`src/postfix_expression_evaluator_macros.svh`:
```
// ---------------------------------------------------------------------------
// Assertion macros for the postfix evaluator
// ---------------------------------------------------------------------------
`ifndef POSTFIX_EXPRESSION_EVALUATOR_MACROS_SVH
`define POSTFIX_EXPRESSION_EVALUATOR_MACROS_SVH

// implication checked on every edge outside reset
`define PEE_ASSERT_IMPL(label, clk, rst, pre, post, msg) \
   label: assert property (@(posedge clk) disable iff (rst) (pre) |-> (post)) \
      else $error(msg);

// next-cycle implication
`define PEE_ASSERT_NEXT(label, clk, rst, pre, post, msg) \
   label: assert property (@(posedge clk) disable iff (rst) (pre) |=> (post)) \
      else $error(msg);

`endif

```
`src/pee_pkg.sv`:
```
// ---------------------------------------------------------------------------
// pee_pkg
// Shared types and constants of the postfix evaluator.
// ---------------------------------------------------------------------------
package pee_pkg;

   localparam int StackDepth = 32;
   localparam int ValueWidth = 32;
   localparam int PtrWidth   = $clog2(StackDepth);
   localparam int CntWidth   = $clog2(StackDepth + 1);
   localparam int QDepth     = 2;

   typedef logic [ValueWidth-1:0] value_type;
   typedef logic [CntWidth-1:0]   count_type;

   typedef enum logic [2:0] {
      OP_ADD = 3'd0,
      OP_SUB = 3'd1,
      OP_MUL = 3'd2,
      OP_DIV = 3'd3,
      OP_POW = 3'd4,
      OP_REM = 3'd5,
      OP_NOP6 = 3'd6,
      OP_NOP7 = 3'd7
   } op_type;

   typedef enum logic [1:0] {
      ERR_OK    = 2'd0,
      ERR_UNDER = 2'd1,
      ERR_OVER  = 2'd2,
      ERR_DIVZ  = 2'd3
   } err_type;

   // classified token as it sits in the queue
   typedef struct packed {
      logic      is_op;
      op_type    op;
      value_type value;
      logic      last;
   } token_type;

   typedef enum logic [3:0] {
      ST_IDLE,
      ST_RD2,
      ST_RD1,
      ST_WAIT,
      ST_EXEC,
      ST_DIV,
      ST_POW,
      ST_MUL,
      ST_WRITE,
      ST_EMIT_RD,
      ST_EMIT_WAIT,
      ST_EMIT
   } state_type;

endpackage

```
`src/pee_front.sv`:
```
// ---------------------------------------------------------------------------
// pee_front
// Accepts tokens, classifies them and holds them in a short queue.
// ---------------------------------------------------------------------------
module pee_front (
   input  logic                  clock,
   input  logic                  reset,
   input  logic                  req_valid,
   output logic                  req_stall,
   input  logic                  req_mode,
   input  logic [2:0]            req_operator_code,
   input  logic signed [31:0]    req_operand_value,
   input  logic                  req_last_token,
   output logic                  tok_valid,
   output pee_pkg::token_type    tok_data,
   input  logic                  tok_take
);

   pee_pkg::token_type q_ff [pee_pkg::QDepth];
   logic [0:0] wr_ff, wr_in, rd_ff, rd_in;
   logic [1:0] cnt_ff, cnt_in;
   logic       push;
   logic       pop;
   pee_pkg::token_type tok_in;

   assign req_stall = (cnt_ff == 2'(pee_pkg::QDepth));
   assign push      = req_valid && !req_stall;
   assign tok_valid = (cnt_ff != 2'd0);
   assign pop       = tok_valid && tok_take;
   assign tok_data  = q_ff[rd_ff];

   always_comb begin
      tok_in.is_op = req_mode;
      tok_in.op    = pee_pkg::op_type'(req_operator_code);
      tok_in.value = req_operand_value;
      tok_in.last  = req_last_token;
      wr_in  = push ? wr_ff + 1'b1 : wr_ff;
      rd_in  = pop ? rd_ff + 1'b1 : rd_ff;
      cnt_in = cnt_ff + 2'(push) - 2'(pop);
   end

   always_ff @(posedge clock) begin
      if (reset) begin
         wr_ff  <= '0;
         rd_ff  <= '0;
         cnt_ff <= '0;
      end else begin
         wr_ff  <= wr_in;
         rd_ff  <= rd_in;
         cnt_ff <= cnt_in;
      end
   end

   always_ff @(posedge clock) begin
      if (push) begin
         q_ff[wr_ff] <= tok_in;
      end
   end

endmodule

```
`src/pee_back.sv`:
```
// ---------------------------------------------------------------------------
// pee_back
// Executes tokens on the operand stack with a shared iterative unit.
// ---------------------------------------------------------------------------
`include "postfix_expression_evaluator_macros.svh"

module pee_back (
   input  logic                  clock,
   input  logic                  reset,
   input  logic                  tok_valid,
   input  pee_pkg::token_type    tok_data,
   output logic                  tok_take,
   output logic                  rsp_valid,
   input  logic                  rsp_stall,
   output logic signed [31:0]    rsp_result_value,
   output logic [1:0]            rsp_error_code
);

   localparam int VW = pee_pkg::ValueWidth;
   localparam int SW = $clog2(VW + 1);

   pee_pkg::value_type mem [pee_pkg::StackDepth];
   pee_pkg::value_type rdata_ff;
   logic [pee_pkg::PtrWidth-1:0] raddr;
   logic                         rd_en;
   logic                         wr_en;
   logic [pee_pkg::PtrWidth-1:0] waddr;
   pee_pkg::value_type           wdata;

   pee_pkg::state_type state_ff, state_in;
   pee_pkg::count_type cnt_ff, cnt_in;
   pee_pkg::err_type   err_ff, err_in;
   pee_pkg::token_type tok_ff, tok_in;
   pee_pkg::value_type op1_ff, op1_in, op2_ff, op2_in;
   pee_pkg::value_type acc_ff, acc_in, aux_ff, aux_in, res_ff, res_in;
   pee_pkg::value_type quo_ff, quo_in;
   pee_pkg::value_type rem_ff, rem_in;
   logic [SW-1:0]      step_ff, step_in;
   logic               ov_ff, ov_in;
   pee_pkg::value_type out_val_ff, out_val_in;
   pee_pkg::err_type   out_err_ff, out_err_in;
   logic               pushres;

   logic [VW:0]        rem_sh;
   logic [VW:0]        rem_sub;
   pee_pkg::value_type ma, mb;
   pee_pkg::value_type prod_a, prod_b;
   logic [2*VW-1:0]    prod;

   assign rsp_valid        = ov_ff;
   assign rsp_result_value = out_val_ff;
   assign rsp_error_code   = out_err_ff;

   assign prod = prod_a * prod_b;
   assign ma   = op1_ff[VW-1] ? VW'(-op1_ff) : op1_ff;
   assign mb   = op2_ff[VW-1] ? VW'(-op2_ff) : op2_ff;

   always_comb begin
      state_in   = state_ff;
      cnt_in     = cnt_ff;
      err_in     = err_ff;
      tok_in     = tok_ff;
      op1_in     = op1_ff;
      op2_in     = op2_ff;
      acc_in     = acc_ff;
      aux_in     = aux_ff;
      res_in     = res_ff;
      quo_in     = quo_ff;
      rem_in     = rem_ff;
      step_in    = step_ff;
      ov_in      = ov_ff && rsp_stall;
      out_val_in = out_val_ff;
      out_err_in = out_err_ff;
      tok_take   = 1'b0;
      rd_en      = 1'b0;
      raddr      = '0;
      wr_en      = 1'b0;
      waddr      = '0;
      wdata      = res_ff;
      pushres    = 1'b0;
      prod_a     = acc_ff;
      prod_b     = aux_ff;
      rem_sh     = {rem_ff, quo_ff[VW-1]};
      rem_sub    = rem_sh - {1'b0, mb};
      unique case (state_ff)
         pee_pkg::ST_IDLE: begin
            if (tok_valid) begin
               tok_take = 1'b1;
               tok_in   = tok_data;
               if (!tok_data.is_op) begin
                  if (cnt_ff == pee_pkg::count_type'(pee_pkg::StackDepth)) begin
                     if (err_ff == pee_pkg::ERR_OK) err_in = pee_pkg::ERR_OVER;
                  end else begin
                     wr_en  = 1'b1;
                     waddr  = cnt_ff[pee_pkg::PtrWidth-1:0];
                     wdata  = tok_data.value;
                     cnt_in = cnt_ff + 1'b1;
                  end
                  state_in = tok_data.last ? pee_pkg::ST_EMIT_RD : pee_pkg::ST_IDLE;
               end else if (tok_data.op == pee_pkg::OP_NOP6 ||
                            tok_data.op == pee_pkg::OP_NOP7) begin
                  state_in = tok_data.last ? pee_pkg::ST_EMIT_RD : pee_pkg::ST_IDLE;
               end else if (cnt_ff < pee_pkg::count_type'(2)) begin
                  if (err_ff == pee_pkg::ERR_OK) err_in = pee_pkg::ERR_UNDER;
                  state_in = tok_data.last ? pee_pkg::ST_EMIT_RD : pee_pkg::ST_IDLE;
               end else begin
                  state_in = pee_pkg::ST_RD2;
               end
            end
         end
         pee_pkg::ST_RD2: begin
            rd_en    = 1'b1;
            raddr    = pee_pkg::PtrWidth'(cnt_ff - 1'b1);
            state_in = pee_pkg::ST_RD1;
         end
         pee_pkg::ST_RD1: begin
            rd_en    = 1'b1;
            raddr    = pee_pkg::PtrWidth'(cnt_ff - 2'd2);
            op2_in   = rdata_ff;
            state_in = pee_pkg::ST_WAIT;
         end
         pee_pkg::ST_WAIT: begin
            op1_in   = rdata_ff;
            state_in = pee_pkg::ST_EXEC;
         end
         pee_pkg::ST_EXEC: begin
            case (tok_ff.op)
               pee_pkg::OP_ADD: begin
                  res_in = op1_ff + op2_ff;
                  state_in = pee_pkg::ST_WRITE;
               end
               pee_pkg::OP_SUB: begin
                  res_in = op1_ff - op2_ff;
                  state_in = pee_pkg::ST_WRITE;
               end
               pee_pkg::OP_MUL: begin
                  acc_in = op1_ff;
                  aux_in = op2_ff;
                  state_in = pee_pkg::ST_MUL;
               end
               pee_pkg::OP_POW: begin
                  if (op2_ff[VW-1] || op2_ff <= VW'(1)) begin
                     res_in   = op1_ff;
                     state_in = pee_pkg::ST_WRITE;
                  end else begin
                     res_in   = VW'(1);
                     acc_in   = op1_ff;
                     aux_in   = op2_ff;
                     state_in = pee_pkg::ST_POW;
                  end
               end
               default: begin
                  if (op2_ff == '0) begin
                     if (err_ff == pee_pkg::ERR_OK) err_in = pee_pkg::ERR_DIVZ;
                     state_in = tok_ff.last ? pee_pkg::ST_EMIT_RD : pee_pkg::ST_IDLE;
                  end else begin
                     quo_in   = ma;
                     rem_in   = '0;
                     step_in  = SW'(VW);
                     state_in = pee_pkg::ST_DIV;
                  end
               end
            endcase
         end
         pee_pkg::ST_MUL: begin
            res_in   = prod[VW-1:0];
            state_in = pee_pkg::ST_WRITE;
         end
         pee_pkg::ST_DIV: begin
            // restoring division, one quotient bit per cycle
            if (step_ff == '0) begin
               if (tok_ff.op == pee_pkg::OP_DIV) begin
                  res_in = (op1_ff[VW-1] != op2_ff[VW-1]) ? VW'(-quo_ff) : quo_ff;
               end else begin
                  res_in = op1_ff[VW-1] ? VW'(-rem_ff) : rem_ff;
               end
               state_in = pee_pkg::ST_WRITE;
            end else begin
               if (!rem_sub[VW]) begin
                  rem_in = rem_sub[VW-1:0];
                  quo_in = {quo_ff[VW-2:0], 1'b1};
               end else begin
                  rem_in = rem_sh[VW-1:0];
                  quo_in = {quo_ff[VW-2:0], 1'b0};
               end
               step_in = step_ff - 1'b1;
            end
         end
         pee_pkg::ST_POW: begin
            // square-and-multiply; alternate multiply and square on one multiplier
            if (aux_ff == '0) begin
               state_in = pee_pkg::ST_WRITE;
            end else if (step_ff[0] == 1'b0) begin
               prod_a = res_ff;
               prod_b = acc_ff;
               if (aux_ff[0]) res_in = prod[VW-1:0];
               step_in = {step_ff[SW-1:1], 1'b1};
            end else begin
               prod_a = acc_ff;
               prod_b = acc_ff;
               acc_in = prod[VW-1:0];
               aux_in = aux_ff >> 1;
               step_in = {step_ff[SW-1:1], 1'b0};
            end
         end
         pee_pkg::ST_WRITE: begin
            pushres  = 1'b1;
            wr_en    = 1'b1;
            waddr    = pee_pkg::PtrWidth'(cnt_ff - 2'd2);
            wdata    = res_ff;
            cnt_in   = cnt_ff - 1'b1;
            step_in  = '0;
            state_in = tok_ff.last ? pee_pkg::ST_EMIT_RD : pee_pkg::ST_IDLE;
         end
         pee_pkg::ST_EMIT_RD: begin
            rd_en    = 1'b1;
            raddr    = pee_pkg::PtrWidth'(cnt_ff - 1'b1);
            state_in = pee_pkg::ST_EMIT_WAIT;
         end
         pee_pkg::ST_EMIT_WAIT: begin
            state_in = pee_pkg::ST_EMIT;
         end
         pee_pkg::ST_EMIT: begin
            // wait until the output register is free
            if (!ov_ff || !rsp_stall) begin
               ov_in = 1'b1;
               if (cnt_ff == '0) begin
                  out_val_in = '0;
                  out_err_in = (err_ff == pee_pkg::ERR_OK) ? pee_pkg::ERR_UNDER : err_ff;
               end else begin
                  out_val_in = rdata_ff;
                  out_err_in = err_ff;
               end
               cnt_in   = '0;
               err_in   = pee_pkg::ERR_OK;
               state_in = pee_pkg::ST_IDLE;
            end
         end
         default: state_in = pee_pkg::ST_IDLE;
      endcase
   end

   always_ff @(posedge clock) begin
      if (reset) begin
         state_ff <= pee_pkg::ST_IDLE;
         cnt_ff   <= '0;
         err_ff   <= pee_pkg::ERR_OK;
         ov_ff    <= 1'b0;
         step_ff  <= '0;
      end else begin
         state_ff <= state_in;
         cnt_ff   <= cnt_in;
         err_ff   <= err_in;
         ov_ff    <= ov_in;
         step_ff  <= step_in;
      end
   end

   always_ff @(posedge clock) begin
      tok_ff     <= tok_in;
      op1_ff     <= op1_in;
      op2_ff     <= op2_in;
      acc_ff     <= acc_in;
      aux_ff     <= aux_in;
      res_ff     <= res_in;
      quo_ff     <= quo_in;
      rem_ff     <= rem_in;
      out_val_ff <= out_val_in;
      out_err_ff <= out_err_in;
   end

   always_ff @(posedge clock) begin
      if (wr_en) begin
         mem[waddr] <= wdata;
      end
      if (rd_en) begin
         rdata_ff <= mem[raddr];
      end
   end

   `PEE_ASSERT_IMPL(a_cnt_range, clock, reset,
      1'b1, cnt_ff <= pee_pkg::count_type'(pee_pkg::StackDepth), "stack count out of range")
   `PEE_ASSERT_IMPL(a_take_idle, clock, reset,
      tok_take, state_ff == pee_pkg::ST_IDLE, "token taken while busy")
   `PEE_ASSERT_NEXT(a_emit_clears, clock, reset,
      state_ff == pee_pkg::ST_EMIT && state_in == pee_pkg::ST_IDLE,
      cnt_ff == '0 && err_ff == pee_pkg::ERR_OK && ov_ff, "emit did not clear stack")
   `PEE_ASSERT_IMPL(a_write_pops, clock, reset,
      pushres, cnt_ff >= pee_pkg::count_type'(2), "result written with short stack")

endmodule

```
`src/postfix_expression_evaluator.sv`:
```
// ---------------------------------------------------------------------------
// postfix_expression_evaluator
// RPN stack calculator with a token queue in front of an execute engine.
// ---------------------------------------------------------------------------
// Usage: tokens enter on req_* (valid/stall); one result leaves on rsp_*
// after each token with req_last_token set, carrying top of stack and the
// sticky error code. The stack and error then clear.
// A two-beat queue takes tokens while the engine works; a token is held in a
// queue register until the engine, back in its idle state, takes it.
// Division and remainder work one quotient bit a cycle over 32 bits; power
// uses square-and-multiply on one shared multiplier, with a multiply step and
// a square step for each exponent bit.
// The operand stack is a 32-entry memory with a registered read port, which
// sets the read states (RD2, RD1, WAIT) before each operator.
// Reset empties queue and stack and drops any result held; no clearing pass.
// While rsp_stall is high the result holds and the engine waits at its next
// emit; tokens keep queueing until the queue fills, then req_stall rises.
// ---------------------------------------------------------------------------
module postfix_expression_evaluator (
   input  logic               clock,
   input  logic               reset,
   input  logic               req_valid,
   output logic               req_stall,
   input  logic               req_mode,
   input  logic [2:0]         req_operator_code,
   input  logic signed [31:0] req_operand_value,
   input  logic               req_last_token,
   output logic               rsp_valid,
   input  logic               rsp_stall,
   output logic signed [31:0] rsp_result_value,
   output logic [1:0]         rsp_error_code
);

   logic               tok_valid;
   logic               tok_take;
   pee_pkg::token_type tok_data;

   pee_front u_front (
      .clock             (clock),
      .reset             (reset),
      .req_valid         (req_valid),
      .req_stall         (req_stall),
      .req_mode          (req_mode),
      .req_operator_code (req_operator_code),
      .req_operand_value (req_operand_value),
      .req_last_token    (req_last_token),
      .tok_valid         (tok_valid),
      .tok_data          (tok_data),
      .tok_take          (tok_take)
   );

   pee_back u_back (
      .clock            (clock),
      .reset            (reset),
      .tok_valid        (tok_valid),
      .tok_data         (tok_data),
      .tok_take         (tok_take),
      .rsp_valid        (rsp_valid),
      .rsp_stall        (rsp_stall),
      .rsp_result_value (rsp_result_value),
      .rsp_error_code   (rsp_error_code)
   );

endmodule

```
`config.mk`:
```
export PLATFORM = sky130hd
export DESIGN_NAME = postfix_expression_evaluator
export DESIGN_NICKNAME = d
export VERILOG_FILES = /design/src/pee_pkg.sv /design/src/pee_front.sv /design/src/pee_back.sv /design/src/postfix_expression_evaluator.sv
export VERILOG_INCLUDE_DIRS = /design/src /design/src/src
export SDC_FILE = /design/constraint.sdc
export NUM_CORES = 2
export LEC_CHECK = 0
export BUFFER_PORTS_ARGS = -buffer_cell sky130_fd_sc_hd__buf_2
export CAP_MARGIN = 0
export CORE_MARGIN = 8
export CORE_UTILIZATION = 35
export DETAILED_ROUTE_END_ITERATION = 16
export GPL_TIMING_DRIVEN = 0
export SLEW_MARGIN = 20
export SYNTH_ARGS = -nofsm -noshare
export SYNTH_HDL_FRONTEND = slang
export SYNTH_SLANG_ARGS = --single-unit
```
`constraint.sdc`:
```
create_clock -name clock -period 10.6 [get_ports clock]
set_input_delay 0 -clock clock [delete_from_list [all_inputs] [get_ports clock]]
set_output_delay 0 -clock clock [all_outputs]
set_load 0.05 [all_outputs]
```
## Yosys cells after proc, flatten, opt, wreduce, memory -nomap -nowiden

Memory sizes are Yosys's and may differ from the RTL's. A register that Yosys moved wholly into a read port is not among the register bits.
Cells that the tools add are included.

| operators by class | value |
|---|---|
| add/subtract/negate cells | 15 |
| multipliers | 1 |
| $lt $le $gt $ge | 2 |
| equal/unequal tests | 42 |
| multiplexer cells | 98 |
| bitwise operators | 1 |
| reductions and logical operators | 38 |

Operator list:

| kind | number |
|---|---|
| $mux 32 | 32 |
| $pmux 32 s2 | 6 |
| $neg 32->32 | 4 |
| $pmux 32 s4 | 1 |
| $pmux 32 s3 | 1 |
| $logic_not 32->1 | 2 |
| $mux 6 | 8 |
| $pmux 4 s12 | 1 |
| $mux 4 | 11 |
| $sub 33x32->33 | 1 |
| $add 32x32->32 | 1 |
| $le 32x1->1 const B | 1 |
| $mul 32x32->32 | 1 |
| $sub 32x32->32 | 1 |
| $mux 2 | 12 |
| $pmux 6 s4 | 1 |
| $pmux 5 s2 | 2 |
| $reduce_and 5->1 | 4 |
| $pmux 6 s3 | 1 |
| $eq 4x3->1 const B | 4 |
| $eq 4x4->1 const B | 4 |
| $mux 1 | 16 |
| $ne 2x2->1 const B | 8 |
| $mux 5 | 3 |
| 40 further kinds | 71 |

| word-level totals | value |
|---|---|
| register bits | 285 |
| bits in writable memories | 1098 |
| output and inout port bits | 36 |
| word-level logic and storage cells | 219 |
| memories | 2 |

Memories:

| name | words | bits a word | read ports | clocked after Yosys merged registers in | write ports | RTL line | RTL |
|---|---|---|---|---|---|---|---|
| u_back.mem | 32 | 32 | 1 | 1 | 1 | pee_back.sv:22 | `pee_pkg::value_type mem [pee_pkg::StackDepth];` |
| u_front.q_ff | 2 | 37 | 1 | 1 | 1 | pee_front.sv:19 | `pee_pkg::token_type q_ff [pee_pkg::QDepth];` |

## Longest topological paths before layout

| logic depth | value |
|---|---|
| word-level depth | 8 |
| mapped depth | 37 |
| mapped depth without buffers | 32 |

## Cells and area by module

From an unflattened synthesis, not the netlist that was laid out.

| unflattened totals | value |
|---|---|
| cells, all modules | 6720 |
| area total of the unflattened synthesis | 79583.8 um^2 |

Modules (own cells, without submodules):

| module | instances | cells each | area an instance (um^2) | sequential area each (um^2) |
|---|---|---|---|---|
| pee_back | 1 | 6578 | 76681.0 | 39958.3 |
| pee_front | 1 | 142 | 2902.8 | 2322.2 |

## Least setup slack after synthesis

Ideal clock, no wire load.

| path | value |
|---|---|
| path type | reg-to-reg |
| start | reg u_back.aux_ff[24] |
| end | reg u_back.res_ff[31], data pin |
| data arrival time | 9.371 ns |
| data required time | 10.336 ns |
| slack | 0.964 ns |
| cell stages (with the launch flop) | 37 |
| path buffers | 5 |
| clock period less this slack | 9.636 ns |
| cells stage by stage | edfxtp_1 > nor4_1 > nand4_1 > o211ai_2 > buf_6 > buf_12 > buf_4 > buf_1 > clkbuf_1 > mux2_2 > nand2_1 > fa_1 > inv_1 > fa_1 > fa_1 > inv_1 > fa_1 > inv_1 > fa_1 > inv_1 > fa_1 > inv_1 > fa_1 > fa_1 > ha_1 > a21oi_1 > o22ai_1 > o21ai_0 > nand3b_1 > a41o_1 > a31o_2 > a2111oi_2 > nor3_1 > a211oi_1 > xnor3_1 > a221oi_2 > a31oi_1 |

| on the way | value |
|---|---|
| longest elaborated chain between the ends | 8 |

Ends and longest elaborated chain:

| item | RTL line | RTL |
|---|---|---|
| from (decl) | pee_back.sv:35 | `pee_pkg::value_type acc_ff, acc_in, aux_ff, aux_in, res_ff, res_in;` |
| from (signal assigned) | pee_back.sv:264 | `aux_ff <= aux_in;` |
| $logic_not 32->1 | pee_back.sv:191 | `if (aux_ff == '0) begin` |
| $mux 32 | pee_back.sv:191 |  |
| $mux 32 | pee_back.sv:85 | `unique case (state_ff)` |
| $mul 32x32->32 * | pee_back.sv:54 | `assign prod = prod_a * prod_b;` |
| $mux 32 | pee_back.sv:196 | `if (aux_ff[0]) res_in = prod[VW-1:0];` |
| $mux 32 | pee_back.sv:193 | `end else if (step_ff[0] == 1'b0) begin` |
| $mux 32 | pee_back.sv:191 |  |
| $pmux 32 s4 * | pee_back.sv:85 |  |
| named net u_back.res_in[31] | pee_back.sv:35 |  |
| to (signal assigned) | pee_back.sv:265 | `res_ff <= res_in;` |
| to (decl) | pee_back.sv:35 |  |

Mark *: on every way through the listed nets, which the timed path passes. The rest lies on a longest branch. The select of a mux whose other input is x is not followed.
A chain may end at the register's enable or synchronous reset.

## Worst setup path after layout

| path | value |
|---|---|
| start | reg u_back.aux_ff[8] |
| end | reg u_back.res_ff[31], data pin |

The elaborated chain is that of the path after synthesis.

==> key figures <==
Route
  • Antenna Nets Post-Route: 0
  • Routed len/inst: 27.1 µm
  • Initial DRC count: 5632
  • Final WL: 257000 µm
  • Drt drc: 0
  • Pre-antenna DRT Iters: 6
  • Vias: 51600
  • Avg Vias per Cell: 5.44

Final layout
  • Top reg by flops: u_back.mem
  • Max reg flops: 1024
  • Most frequent cells in the layout: edfxtp_1 (1392), nand2_1 (826), nor2_1 (503)
  • Post-Layout Cell Count: 9483
  • Layout Nets: 7032
  • Top flop regs: u_back.mem: 1024 flops, u_front.q_ff: 74 flops
  • Area delta synth->final: 17.1%
  • Layout cells sized above 1: 0.146
  • Commonest non-fill, non-tap cell in the layout: edfxtp_1

Synthesis
  • Adder-cell area share of the yosys netlist: 0.138
  • Synth warnings: 0
  • Syn Std Cell Area: 77900 µm²
  • Main combinational cell family by area after synthesis: adder cells
  • Number of synthesized register bits: 1416
  • XOR/XNOR Fraction of Synth Area: 0.0327
  • Synth Instances: 5952
  • EDFF count, synth: 1392
  • Top FF cell, synth: edfxtp_1
  • Post-Synthesis Net Count: 6604
  • Synth cell types: 87
  • Mux contribution to synthesized area: 0.0980
  • Fraction of registers with async set/reset: 0
  • Simple-Gate Fraction of Synth Area: 0.101
  • Sequential area share after synthesis: 0.542
  • Syn Area/Cell: 13.1 µm²
  • Synth Area in Compound Gates: 0.0527

Hold path
  • Hold Path Depth: 2
  • Min-delay worst type: input port to register
  • Hold-critical path endpoint: u_front.q_ff[1][34]$_DFFE_PP_
  • HP Start: req_operator_code[1]

Floorplan
  • Die height: 488 µm
  • Starting Density: 0.351
  • CORE AREA: 222000 µm²
  • Io pins: 77
  • Num rows: 173
  • Die ar.: 238000 µm²
  • Horiz. Die Dim: 488 µm

GRT
  • Antenna violations before repair: 10
  • Number of global-route vias before repair: 52400
  • Largest net degree at the start of global routing: 54
  • Global Route Usage Sum: 0.212
  • Total gr overflow: 0
  • First-pass GRT wire length: 369000 µm

Timing
  • RSZ-0062 raised after global routing: yes
  • Final setup viols: 0
  • Fmax: 0.0961 GHz
  • Final Hold Fails: 0
  • Worst slew margin: 0.151
  • Slew Viols, Final: 0
  • Worst Skew: 59.3 ps
  • Hold Slack: 53.3 ps
  • Setup TNS: 0 ps
  • Worst-Margin Slew: 1240 ps
  • Final min period: 10400 ps
  • Part of the cycle the worst path needs: 0.982

Worst setup path
  • R2r startpoint: u_back.aux_ff[8]$_DFFE_PP_
  • Critical Path AT: 10890 ps
  • Worst setup path class: register to register
  • CP Data Required Time: 11080 ps
  • Cells on worst reg2reg path: 31
  • R2r endpoint: u_back.res_ff[31]$_DFFE_PP_
  • Startpoint Class: register
  • Start point of the critical path: u_back.aux_ff[8]$_DFFE_PP_
  • Critical-path top delay cell: mux2i_1
  • Kind of end point of the critical path: register
  • FF-to-FF setup slack: 200 ps
  • CP dominant cell by count: fa_1
  • Crit path largest cell delay: 740 ps
  • Crit Path Max Fanout: 10

CTS
  • Number of H-tree levels: 4
  • Reg clk slew, reported paths: 60 ps
  • Clock sinks: 1416
  • Worst-Skew Late Latency: 830 ps
  • TritonCTS clock tree: done
  • Root buf cell: clkbuf_16
  • Maximum clock path buffer count: 3
  • CTS Buf Count: 148

Status
  • Status: finished clean

Placed design
  • I/O Buffers: 76
  • Post-DP HPWL: 199000 µm
  • Placed Cells: 9091
  • GPL Wtd Cong: 0.995

Pwr
  • VDD IR max: 0.461 mV
  • Leakage: 33.0 nW
  • Cell Pwr Density: 286 nW/µm²
  • Final Power: 26.1 mW

Run
  • Max Cap Viol: 0
## synth_stat cells, types with 15 or more instances
cell type  count  area share
or2_2         22      0.0018
nor4_1        23      0.0018
a31oi_1       28      0.0022
o31ai_1       51      0.0049
nand2_1      826       0.040
inv_1        425       0.020
xor2_1       145       0.016
o41ai_1       22      0.0025
a21oi_1      128      0.0082
or3_1         19      0.0015
a21o_1        40      0.0039
o21bai_1      18      0.0017
edfxtp_1    1392        0.54
ha_1         201       0.032
buf_1         40      0.0019
or4_1         20      0.0019
xnor2_1      141       0.016
nor3_1        44      0.0028
nand3_1      208       0.013
fa_1         410        0.11
clkbuf_1     230       0.011
nor2_1       536       0.026
mux2i_1      122       0.016
o21ai_0      224       0.014
mux4_2       256       0.074
a211oi_1      15      0.0014
nand2b_1      32      0.0026
dfxtp_1       24      0.0062
mux2_2        57      0.0082
nor2b_1       51      0.0041
## report_power, final
part / switching (mW) / total (mW) / internal [mW] / leakage, nW
clock network: 2.28 / 5.13 / 2.85 / 2.30
logic: 8.79 / 13.4 / 4.66 / 17.9
registers: 0.299 / 7.52 / 7.22 / 12.8
## worst max-delay path by stage
stage                                  end  depth (start not counted)
2_1_floorplan  u_back.res_ff[31]$_DFFE_PP_                         36
3_3_place_gp   u_back.res_ff[31]$_DFFE_PP_                         33
3_5_place_dp   u_back.res_ff[31]$_DFFE_PP_                         33
4_1_cts        u_back.res_ff[31]$_DFFE_PP_                         36
5_1_grt        u_back.res_ff[31]$_DFFE_PP_                         35
6_report       u_back.res_ff[31]$_DFFE_PP_                         31
## per-stage QoR
stage | worst slack (ps) | util | area [µm²]
after floorplan | 964 | - | 77900
after global placement | -2580 | 0.370 | 82100
after detailed placement | -2240 | 0.382 | 84800
after CTS | 4.42 | 0.410 | 90900
after global routing | -53.9 | 0.411 | 91200
final | 196 | 0.411 | 91300
## cells by family after synthesis
family                     Yosys count
and+or+nand+nor                   1835
muxes                              436
buffers and inverters              714
AOI/OAI and AO/OA                  652
DFF                               1416
adders and majority gates          611
xor gates and xnor gates           288
## worst max-delay path: cells and delay by family (launching register included)
kind	cells	cell delay, ps
muxes	1	740
AOI/OAI and AO/OA	10	2500
and+or+nand+nor	5	990
adders and majority gates	9	3940
xor gates and xnor gates	1	400
buffers and inverters	5	990
DFF	1	470
## per-layer routing
layer  track usage  up-vias  routed length (µm)
met2         0.346     2415              121000
met4         0.112        4               16300
li1              -    22200                   -
met1         0.268    26400               99400
met5             0        -                  21
met3        0.0408      615               20100
## final cells by class
type	count	area (µm²)
fillers	20500	131000
flip-flops and latches	1416	42300
multi-input cells	3822	34000
clock buffers	184	3860
well taps	2975	3720
repair buffers	279	3490
inverters	426	1600
plain buffers	287	1330
clock inverters	91	936
diodes	3	7.51
## what timing repair did
action / in CTS / in global routing
gates resized for setup: 103 / 51
cloned: 1 / 0
endpoints found under the hold margin: 205 / 0
hold buffers: 75 / 0
buffers inserted: 28 / 11
setup endpoints to repair: 32 / 11
pin swaps: 7 / 5
(Power assumes the default switching activity.)
